`src/hdl/rbs_ram.sv`:
```
// Generic simple dual-port RAM: one write port, one registered read port.
// No dependencies.
module rbs_ram #(
    parameter int WIDTH = 8,
    parameter int DEPTH = 64
) (
    input  logic                                   clk,
    input  logic                                   we,
    input  logic [(DEPTH > 1 ? $clog2(DEPTH) : 1)-1:0] waddr,
    input  logic [WIDTH-1:0]                       wdata,
    input  logic [(DEPTH > 1 ? $clog2(DEPTH) : 1)-1:0] raddr,
    output logic [WIDTH-1:0]                       rdata
);

    logic [WIDTH-1:0] mem [DEPTH];

    always_ff @(posedge clk)
    begin
        if (we)
        begin
            mem[waddr] <= wdata;
        end
        rdata <= mem[raddr];
    end

endmodule

```
`config.mk`:
```
export PLATFORM = sky130hd
export DESIGN_NAME = rbs_ram
export DESIGN_NICKNAME = d
export VERILOG_FILES = /design/src/hdl/rbs_ram.sv
export SDC_FILE = /design/constraint.sdc
export NUM_CORES = 1
export LEC_CHECK = 0
export BUFFER_PORTS_ARGS = -buffer_cell sky130_fd_sc_hd__clkbuf_2
export CAP_MARGIN = 5
export CORE_ASPECT_RATIO = 1.1
export CORE_MARGIN = 4
export CORE_UTILIZATION = 40
export CTS_CLUSTER_DIAMETER = 50
export DETAILED_ROUTE_END_ITERATION = 10
export MAX_ROUTING_LAYER = met4
export SYNTH_ARGS = -nofsm -noshare
export SYNTH_HDL_FRONTEND = slang
export SYNTH_SLANG_ARGS = --single-unit
```
`constraint.sdc`:
```
create_clock -name clk -period 1.8 [get_ports clk]
set_input_delay 0.09 -clock clk [delete_from_list [all_inputs] [get_ports clk]]
set_output_delay 0.09 -clock clk [all_outputs]
set_load 0.1 [all_outputs]
```
Word-level counts from Yosys, hierarchy flattened
Memories as Yosys holds them, arrays and structs flattened. A register that Yosys moved wholly into a read port is not among the register bits.
Index checks and enable logic that the tools add are counted.
{ "classes": {"muxes": 2} }
{ "op_table": {"columns": ["operator", "n"], "rows": [
  ["$mux 1", 2]
]} }
{ "word_totals": {"out_inout_bits": 8, "ramBits": 512, "memories": 1, "elab_cells": 3, "in_bits": 22, "reg_bits": 0} }
{ "memory_table": {"columns": ["memory", "depth", "width", "rd", "rd_clocked_by_memory_dff", "write_ports", "line_no", "rtl"], "rows": [
  ["mem", 64, 8, 1, 1, 1, "15", "logic [WIDTH-1:0] mem [DEPTH];"]
]} }

Logic depth before layout (Yosys ltp)
{ "depth": {"word_depth": 2, "mapped_depth": 9} }

Least setup slack after synthesis
No wires, ideal clock.
{ "synth_path": {"path_kind": "input -> register", "startpoint": "input raddr[1] (netlist name)", "endpoint": "register rdata[3] (read register of mem)", "arrival_ns": 1.630, "required_time_ns": 1.672, "setup_time_ns": 0.128, "path_stages": 7, "slack_ns": 0.042, "path_buffers": 3, "path_cell_list": "buf_4 -> buf_2 -> buf_2 -> mux4_2 -> mux4_2 -> o21ai_1 -> o41ai_1"} }
{ "synth_lines": {"columns": ["element", "line_no", "rtl"], "rows": [
  ["start: declaration", "11", "input logic [(DEPTH > 1 ? $clog2(DEPTH) : 1)-1:0] raddr,"],
  ["end: declaration", "12", "output logic [WIDTH-1:0] rdata"]
]} }

==> out/qor.yml <==
status: "finished, violations left"
violations: "negative setup slack"
gp_congestion: 0.794
syn_inst: 940
clockBufferDepth: 3
hold_viol: 0
cp_data_required_time_ps: 2260
power.leakage_nw: 7.93
num_vias: 10100
post-dp-hpwl_microns: 29500
fillCellCount: 4070
ios: 30
final_cell_mix: "512 x edfxtp_1, 162 x buf_4, 126 x mux4_2"
critPathCaptureType: "register"
drt-wirelength-per-cell_microns: 25.1
ys_types: 40
root_buffer: "clkbuf_16"
rrSetupSlack_ps: -80
grt_max_degree: 65
hold_ws_ps: 34.3
use_met2_pct: 28.1
top_usage_layer: "met2"
slew_viol_final: 0
synth_edf_count: 512
drcViolationCount: 0
slew_headroom_pct: 47.9
post-route-min-period_ps: 1880
hold_end: "mem[26][6]$_DFFE_PP_"
die_area_sq_mm: 0.0541
setup_ws_ps: -79.3
fp.dieW_microns: 222
async_reset_ff_share_pct: 0
syn_area_per_cell_sq_um: 21.5
cp_top_family: "multiplexers"
antenna_found_initial: 0
tns_ps: -115
clock.fmax_mhz: 532
critPathMaxFanout: 1
path_cells: "mux4_2 > mux4_2 > o21ai_4 > o41ai_2"
layout_commonest_cell: "edfxtp_1"
critPathKind: "register to register"
reg2reg_depth: 4
placement.io_buffers: 29
pre_cts_ws_ps: -426
num_rows: 86
die_h_microns: 243
ys.flop_type: "edfxtp_1"
crit_slowest_cell: "mux4_2"
syn_nets: 962
clk_latency_ps: 590
ys_ff_latch: 520
core_area_sq_mm: 0.0500
ir_drop_mv: 0.625
antenna_cells: 0
drt-total-wl_microns: 46500
grt_util_met1_pct: 24.5
min-delay-start: "wdata[6]"
worst_pin_slew_ps: 782
max_stage_delay_ps: 540
first_pass_iters: 6
yosysSeqAreaShare_pct: 77.0
grt_first_pass_wirelength_microns: 69700
cts_tree: "done"
dr.first_iter.drc_count: 1128
cap_violations: 0
power.total_w: 0.0257
overflow: 0
yosys_warnings: 0
grt_use_total_pct: 17.9
r2r_end: "rdata[5]$_DFF_P_"
htreeDepth: 2
crit_top_cell: "mux4_2"
crit_arrival_ps: 2340
setup_viol: 4
fin_cells: 1856
grt_pass1_vias: 10400
cts_buffers: 54
worst_setup_path_start_kind: "register"
clock_sink_count: 520
cts_setup_buffers: 0
start_util_pct: 40.3
syn_area_sq_mm: 0.0202
viasPerCell: 5.44
nNetsFinal: 1173
finalCritPeriodShare_pct: 104
fin_skew_ps: 8.23
critPathBufInv: 0
whs_path_depth: 1
ant_nets: 0
reg2reg_from: "mem[55][5]$_DFFE_PP_"
dpl.cell_count: 1752
drive_gt1_share_pct: 36.4
rsz0062_at_grt: "yes"
hold_class: "input pin to register"
clk_pin_slew_worst_paths_ps: 60
syn2layout_area_growth_pct: 20.0
powerDensity_mw_per_mm2: 1060
met3_usage_pct: 2.84
[cells in the mapped netlist (2+ instances only)]
cell	n	area share, %
o21ai_0	2	0.050
nand2b_1	7	0.22
dfxtp_1	8	0.79
nor2_1	83	1.5
buf_1	4	0.074
o41ai_1	2	0.087
mux2i_1	23	1.1
o21a_1	2	0.074
buf_6	4	0.22
nor3_1	7	0.17
nor4_1	2	0.062
buf_4	13	0.48
nand3b_1	3	0.11
a211oi_1	4	0.15
nand3_1	13	0.32
nor2b_1	14	0.43
mux2_2	13	0.73
clkbuf_1	17	0.32
a22oi_1	3	0.11
o2111ai_1	3	0.13
a2111oi_0	2	0.087
nand4_1	2	0.062
o2bb2ai_1	3	0.13
o221a_2	2	0.11
a221oi_1	6	0.26
o221ai_1	8	0.35
nand2_1	19	0.35
edfxtp_1	512	76
mux4_2	126	14
buf_2	11	0.27
o22ai_1	8	0.25
a21oi_1	3	0.074
o21ai_1	2	0.050
o32ai_1	2	0.087
buf_12	2	0.20
[registers in the layout, summed over array words and instances (netlist names)]
signal,cells
mem,512
rdata,8
[report_power, final]
group / switching [W] / internal [W] / leakage (nW) / total, W
combinational: 0.00100 / 0.000645 / 2.41 / 0.00165
clock: 0.00447 / 0.00617 / 0.841 / 0.0106
sequential: 0.0000447 / 0.0134 / 4.67 / 0.0134
total: 0.00552 / 0.0202 / 7.93 / 0.0257
[worst max path at each step]
stage / start / end / cells after the start
after floorplan: raddr[1] / rdata[3]$_DFF_P_ / 7
final: mem[55][5]$_DFFE_PP_ / rdata[5]$_DFF_P_ / 4
after global placement: raddr[0] / rdata[6]$_DFF_P_ / 7
after detailed placement: raddr[0] / rdata[6]$_DFF_P_ / 7
after global routing: mem[54][5]$_DFFE_PP_ / rdata[5]$_DFF_P_ / 4
after CTS: mem[55][5]$_DFFE_PP_ / rdata[5]$_DFF_P_ / 4
[logic make-up (layout without fill, tap and decap cells)]
kind of cell / after synthesis / after routing / share of synthesized area [%]
simple gates: 153 / 153 / 3.39
buf+inv: 51 / 307 / 1.57
flops: 520 / 520 / 77.0
compound gates: 54 / 54 / 2.07
mux: 162 / 162 / 15.9
[layout make-up]
cell class | instances | area, sq um | area share, %
Sequential cell | 520 | 15500 | 64.2
Multi-Input combinational cell | 369 | 4470 | 18.5
Timing Repair Buffer | 206 | 1670 | 6.90
Clock buffer | 73 | 1520 | 6.27
Tap cell | 660 | 826 | 3.41
Clock inverter | 28 | 185 | 0.765
[stage by stage]
stage | instance area [sq um] | utilization (%)
after floorplan | 20200 | -
after global placement | 22300 | 44.6
after detailed placement | 22300 | 44.6
after CTS | 24200 | 48.3
after global routing | 24200 | 48.4
final | 24200 | 48.4
[layer usage]
metal  share of wire, %  routed length (microns)
met1                 42                    19600
met2                 50                    23000
met3                5.9                     2760
met4                2.4                     1100
met5                  0                        0
[what timing repair did]
action	in CTS	in global routing
hold endpoints to repair	10	0
gates resized for setup	22	10
hold buffers	3	0
endpoints found under the setup margin	8	8
pin swaps	2	3
(Power assumes the default switching activity.)
