===== config.mk =====
export PLATFORM = sky130hd
export DESIGN_NAME = rbs_lane
export DESIGN_NICKNAME = d
export VERILOG_FILES = /design/src/hdl/rbs_pkg.sv /design/src/hdl/rbs_lane.sv
export SDC_FILE = /design/constraint.sdc
export NUM_CORES = 1
export LEC_CHECK = 0
export BUFFER_PORTS_ARGS = -buffer_cell sky130_fd_sc_hd__buf_2
export CAP_MARGIN = 25
export CORE_MARGIN = 1.5
export CORE_UTILIZATION = 35
export DETAILED_ROUTE_END_ITERATION = 10
export PLACE_DENSITY = 0.53
export SYNTH_ARGS = -nofsm -noshare
export SYNTH_HDL_FRONTEND = slang
export SYNTH_SLANG_ARGS = --single-unit

===== constraint.sdc =====
create_clock -name vclk -period 21.8
set_clock_uncertainty 0.1 [all_clocks]
set_input_delay 2.18 -clock vclk [all_inputs]
set_output_delay 2.18 -clock vclk [all_outputs]
set_load 0.02 [all_outputs]

===== src/hdl/rbs_pkg.sv =====
// Shared types and constants for the row binomial smoother.
// No dependencies; every other file but rbs_ram refers into it by scoped names.
package rbs_pkg;

    localparam int COMP_WIDTH = 24;
    localparam int CELL_IDX_W = 6;
    localparam int REQ_W      = 2;
    localparam int KW         = 5;   // signed kernel factor: -1 or 0..15
    localparam int PASS_W     = 5;   // up to 15 binomial passes plus compensator
    localparam int CFG_IDX_W  = 2;
    localparam int CFG_DATA_W = 7;

    // request type codes
    localparam logic [REQ_W-1:0] REQ_LEFT  = 2'd0;
    localparam logic [REQ_W-1:0] REQ_CELL  = 2'd1;
    localparam logic [REQ_W-1:0] REQ_RIGHT = 2'd2;

    // configuration register indexes
    localparam logic [CFG_IDX_W-1:0] CFG_ROW_LENGTH = 2'd0;
    localparam logic [CFG_IDX_W-1:0] CFG_X_PASSES   = 2'd1;
    localparam logic [CFG_IDX_W-1:0] CFG_COMPENSATED = 2'd2;
    localparam logic [CFG_IDX_W-1:0] CFG_PERIODIC   = 2'd3;

    typedef struct packed {
        logic [REQ_W-1:0]             req_type;
        logic signed [COMP_WIDTH-1:0] comp_x;
        logic signed [COMP_WIDTH-1:0] comp_y;
        logic signed [COMP_WIDTH-1:0] comp_z;
    } req_item_t;

    typedef struct packed {
        logic signed [COMP_WIDTH-1:0] out_x;
        logic signed [COMP_WIDTH-1:0] out_y;
        logic signed [COMP_WIDTH-1:0] out_z;
        logic [CELL_IDX_W-1:0]        cell_index;
        logic                         last_cell;
        logic                         saturated;
    } rsp_item_t;

    typedef struct packed {
        logic signed [COMP_WIDTH-1:0] x;
        logic signed [COMP_WIDTH-1:0] y;
        logic signed [COMP_WIDTH-1:0] z;
    } cell_t;

    // one row store word: sticky saturation mark plus the cell
    typedef struct packed {
        logic  sat;
        cell_t val;
    } word_t;

    localparam int WORD_W = $bits(word_t);

endpackage


===== src/hdl/rbs_lane.sv =====
// One component lane of the smoothing kernel: 3-tap weighted sum,
// round to nearest (ties up) of sum/4, saturate. Uses rbs_pkg.
module rbs_lane (
    input  logic signed [rbs_pkg::COMP_WIDTH-1:0] lo,
    input  logic signed [rbs_pkg::COMP_WIDTH-1:0] cur,
    input  logic signed [rbs_pkg::COMP_WIDTH-1:0] hi,
    input  logic signed [rbs_pkg::KW-1:0]         k,
    output logic signed [rbs_pkg::COMP_WIDTH-1:0] res,
    output logic                                  sat
);

    localparam int W  = rbs_pkg::COMP_WIDTH;
    localparam int DW = W + 2;
    localparam int PW = DW + rbs_pkg::KW;
    localparam int SW = PW + 1;
    localparam int QW = SW - 2;

    // 4*sum = 4*cur + k*(2*cur - lo - hi); k = -1 gives [1,2,1], k = n the compensator
    logic signed [DW-1:0] diff;
    logic signed [PW-1:0] prod;
    logic signed [SW-1:0] sum4;
    logic signed [SW-1:0] biased;
    logic signed [QW-1:0] quot;

    always_comb
    begin
        diff   = (DW'(cur) <<< 1) - DW'(lo) - DW'(hi);
        prod   = PW'(k) * PW'(diff);
        sum4   = (SW'(cur) <<< 2) + SW'(prod);
        biased = sum4 + SW'(2);
        quot   = QW'(biased >>> 2);
        sat    = !((&quot[QW-1:W-1]) || !(|quot[QW-1:W-1]));
        if (sat)
        begin
            res = quot[QW-1] ? {1'b1, {(W-1){1'b0}}} : {1'b0, {(W-1){1'b1}}};
        end
        else
        begin
            res = quot[W-1:0];
        end
    end

endmodule


-- Yosys cells after proc, flatten, opt, wreduce, memory -nomap -nowiden
Cells that the tools add are included.
- bits in registers: 0
- input bits: 77
- output and inout bits: 25
- word-level logic and storage cells: 12
- $add $sub $neg: 4
- multiply operators: 1
- muxes and demuxes: 2
- reduce and logical (&&, ||, !) cells: 5
- operators with widths (cell ; count):
    two-way mux 24 bit ; 2
    adder 26 x 31 -> 32 bit ; 1
    adder 32 x 3 -> 32 bit (second input constant) ; 1
    multiplier 5 x 26 -> 31 bit ; 1
    subtractor 25 x 24 -> 26 bit ; 1
    subtractor 26 x 24 -> 26 bit ; 1
    AND reduction 7 bit ; 1
    OR reduction 7 bit ; 1
    zero test 1 bit ; 2
    logical OR 1 bit ; 1

-- Longest topological paths before layout
- depth after elaboration: 9
- gate-level depth with buffers: 30
- gate-level depth less buffers: 30

-- Worst setup path after synthesis
Ideal clock, no wire load.
- kind: input to output
- start: input port lo[4] (netlist bit)
- end: output port res[10] (netlist bit)
- arrival: 9.161 ns
- required time: 19.520 ns
- setup slack: 10.359 ns
- cell stages on the path: 29
- buffers on the path: 1
- cells stage by stage: inv_1 fa_1 ha_1 o21a_1 o21ai_0 nand2b_1 a311o_1 a21o_1 a21oi_1 mux2i_1 o2111ai_1 and2_1 fa_1 fa_1 inv_1 fa_1 inv_1 ha_1 ha_1 nand3_1 nor3b_1 nor2_1 a31oi_1 o311ai_1 or4_1 nand3_2 a41oi_2 buf_4 o21ai_0
- longest elaborated chain between the ends: 9
- elaborated cells on any way between the ends: 11
- classes of those cells: add/sub: 4; mul: 1; mux: 2; reduce/logical: 4
- ends and longest elaborated chain (what ; line ; text):
    from (decl) ; rbs_lane.sv:4 ; input logic signed [rbs_pkg::COMP_WIDTH-1:0] lo,
    subtractor 25 x 24 -> 26 bit * ; rbs_lane.sv:27 ; diff = (DW'(cur) <<< 1) - DW'(lo) - DW'(hi);
    subtractor 26 x 24 -> 26 bit * ; rbs_lane.sv:27 ;
    multiplier 5 x 26 -> 31 bit * ; rbs_lane.sv:28 ; prod = PW'(k) * PW'(diff);
    adder 26 x 31 -> 32 bit * ; rbs_lane.sv:29 ; sum4 = (SW'(cur) <<< 2) + SW'(prod);
    adder 32 x 3 -> 32 bit * ; rbs_lane.sv:30 ; biased = sum4 + SW'(2);
    OR reduction 7 bit ; rbs_lane.sv:32 ; sat = !((&quot[QW-1:W-1]) || !(|quot[QW-1:W-1]));
    zero test 1 bit ; rbs_lane.sv:32 ;
    logical OR 1 bit ; rbs_lane.sv:32 ;
    two-way mux 24 bit * ; rbs_lane.sv:33 ; if (sat)
    to (decl) ; rbs_lane.sv:8 ; output logic signed [rbs_pkg::COMP_WIDTH-1:0] res,
Every way passes the cells marked *; elsewhere a longest branch is shown, timed or not.

-- Worst setup path in the final report
- start: input port lo[2] (netlist bit)
- end: output port res[8] (netlist bit)
The elaborated chain is that of the path after synthesis.

==> metrics list <==
- fa_1 takes more of the synthesized area than any other cell.
* Detailed placer's ending HPWL: 15020 um
- Measured against its own limit, the worst slew margin works out to 37.59%.
* Drt via density: 4.942
- Pin placement for this block handled 102 I/O pins.
* Final standard cell count with taps included and fillers excluded: 1222
* Total gr overflow: 0
- Number of core rows: 52
- Register area: 0 um2
- Data arrival time of the critical path: 10.26 ns
* Summed negative setup slack over all endpoints: 0 ns
- Final Worst Setup Slack: 9.263 ns
- The library cells used most frequently in the layout, excluding fill and tap cells, are inv_1 (155), fa_1 (132), buf_2 (102).
* Number of inserted diodes: 0
- Fraction of post-synthesis cell area in the top cell type by area: 36.08%
* Die Y-Extent: 147.7 um
- Hold violation total from the final report: 0
- The critical path in this run is classified as input pin to primary output.
- Worst path max stage delay: 0.53 ns
- Type of the worst min-delay path: input pin to primary output
- Number of flip-flops and latches: 0
- The die is 147.7 um wide.
* Maximum number of pins on one net before global-route repair: 28
- Post-CTS repair changed the size of 0 cells.
* Outcome: finished, final reports clean
* Crit-path slowest cell: fa_1
- Total of max-cap violations: 0
* Yosys cell types: 61
* Final estimated routing congestion in global placement: 0.8218
- In the routed design, unresolved DRC markers number 0.
- Sequential element share of the synthesized area: 0%
- The via count of the first global-routing pass is 6579.
- Post-CTS repair timing setup buffer count: 0
- Setup-violating endpoint count in the final report: 0
* Cells taking the most area after synthesis: fa_1 (36%), ha_1 (15%), inv_1 (7.9%)
* Max Slew Vio Count: 0
* Warning count from the yosys run: 0
- Initial Utilization: 35.96%
* Clkbuf count: 0
- Leaving out fill and tap cells, the most frequent cell in the layout is inv_1.
- Based on the critical path, the design can be clocked at up to 79.77 MHz.
- Number of instances in the placed design: 1222
- Compared with the post-synthesis result, the final layout area differs by 10.13%.
* CTS Hold Buffers Added: 0
- Prior to clock tree synthesis, the placed netlist has a worst setup slack of 9.309 ns.
- The number of nets handed over by synthesis was 1172.
* Fraction of final layout cells with drive strength greater than 1: 12.39%
- DRT antenna net count: 0
* Post-route worst hold slack: 5.154 ns
- Number of cells produced by synthesis: 876
* Global-route wire length before repair: 30240 um
* GRT Overall Usage: 16.43%
* Largest fanout on the critical path: 23
- The worst setup path is launched from an input pin.
- At the pin with the least slew margin, the transition time is 0.9361 ns.
- Most numerous cell on the critical path: fa_1
* RSZ-0062 raised after global routing: false
- Starting DRC count in detailed routing: 185
- At the worst endpoint, the required time is 19.52 ns.
* Final nets: 1250
- In the finished design, the share of the clock period the worst path needs comes to 57.51%.
* Antenna violations before repair: 0
- Post-route minimum period: 12.54 ns
- Per-cell routed wire length: 13.82 um
* Cell area after synthesis: 0.007323 mm2
- A synthesized cell averages 8.360 um2.
- The routed design has 16890 um of wire.
- STA classifies the critical path endpoint as a primary output.
* Via count: 6039
* Number of iterations in the first detailed-routing pass: 4
- Standard cell core area: 0.02036 mm2
- Total of buffers placed on input and output ports: 102
- The floorplan step defined a die boundary enclosing 0.02180 mm2.
-- stage by stage --
step	area, um2	util [%]
2_1_floorplan	7323	-
3_5_place_dp	8065	39.60
4_1_cts	8065	39.60
5_1_grt	8065	39.60
3_3_place_gp	8065	39.60
6_report	8065	39.60
-- worst paths after layout --
path / slack [ns] / startpoint / to / cells past startpoint
max: 9.26 / lo[2] / res[8] / 29
min: 5.15 / k[4] / res[2] / 6
-- area by class of cell --
class / count / area [um2]
Fill cell: 2143 / 12300
Multi-Input combinational cell: 694 / 6628
Inverter: 155 / 581.8
Timing Repair Buffer: 103 / 518.0
Tap cell: 270 / 337.8
-- per-layer routing --
| layer | vias to the layer above | share of wire [%] | GRT usage, % |
|---|---|---|---|
| met5 | - | 0 | 0 |
| met4 | 0 | 0.40 | 0.8000 |
| met3 | 6 | 1.7 | 0.1235 |
| met2 | 83 | 54 | 32.87 |
| met1 | 2942 | 44 | 20.50 |
| li1 | 3008 | - | - |
-- cells by family (layout without fill, tap and decap cells) --
family / count (synthesis) / in the layout / synth area share, %
and+or+nand+nor: 236 / 236 / 17.00
adders and majority gates: 219 / 219 / 50.95
AOI/OAI and AO/OA: 187 / 187 / 16.18
buffers and inverters: 182 / 258 / 9.499
xor gates and xnor gates: 50 / 50 / 6.083
muxes: 2 / 2 / 0.2904
-- worst max-delay path: cells and delay by family --
| family | cells | cell delay [ns] |
|---|---|---|
| compound gates | 10 | 2.92 |
| buf+inv | 5 | 0.40 |
| xor+xnor | 1 | 0.38 |
| fa+ha+maj | 7 | 2.98 |
| simple gates | 6 | 1.34 |
-- cells in the mapped netlist (2+ instances only) --
master / count
nor2_1: 51
nand3_1: 11
a31o_2: 4
clkbuf_1: 21
o2111ai_1: 3
nor2b_1: 6
buf_4: 2
a311oi_1: 2
a21oi_1: 65
o21a_1: 8
o211ai_1: 5
or2_2: 4
a211oi_1: 3
a211o_1: 2
nor3_1: 6
inv_1: 155
nor3b_1: 2
o21ai_0: 40
nand2_1: 42
nand2b_1: 7
or3_1: 4
xor2_1: 21
nand3b_1: 3
o21bai_1: 5
xnor2_1: 28
buf_2: 4
o21ai_1: 2
nand4_1: 10
a21o_1: 24
a41oi_1: 2
and2_1: 77
fa_1: 132
and3_1: 7
a31oi_1: 5
ha_1: 87
Power is left out: the tool's default activity adds up to more than one toggle a clock period on the data nets, which glitch-free logic cannot reach.
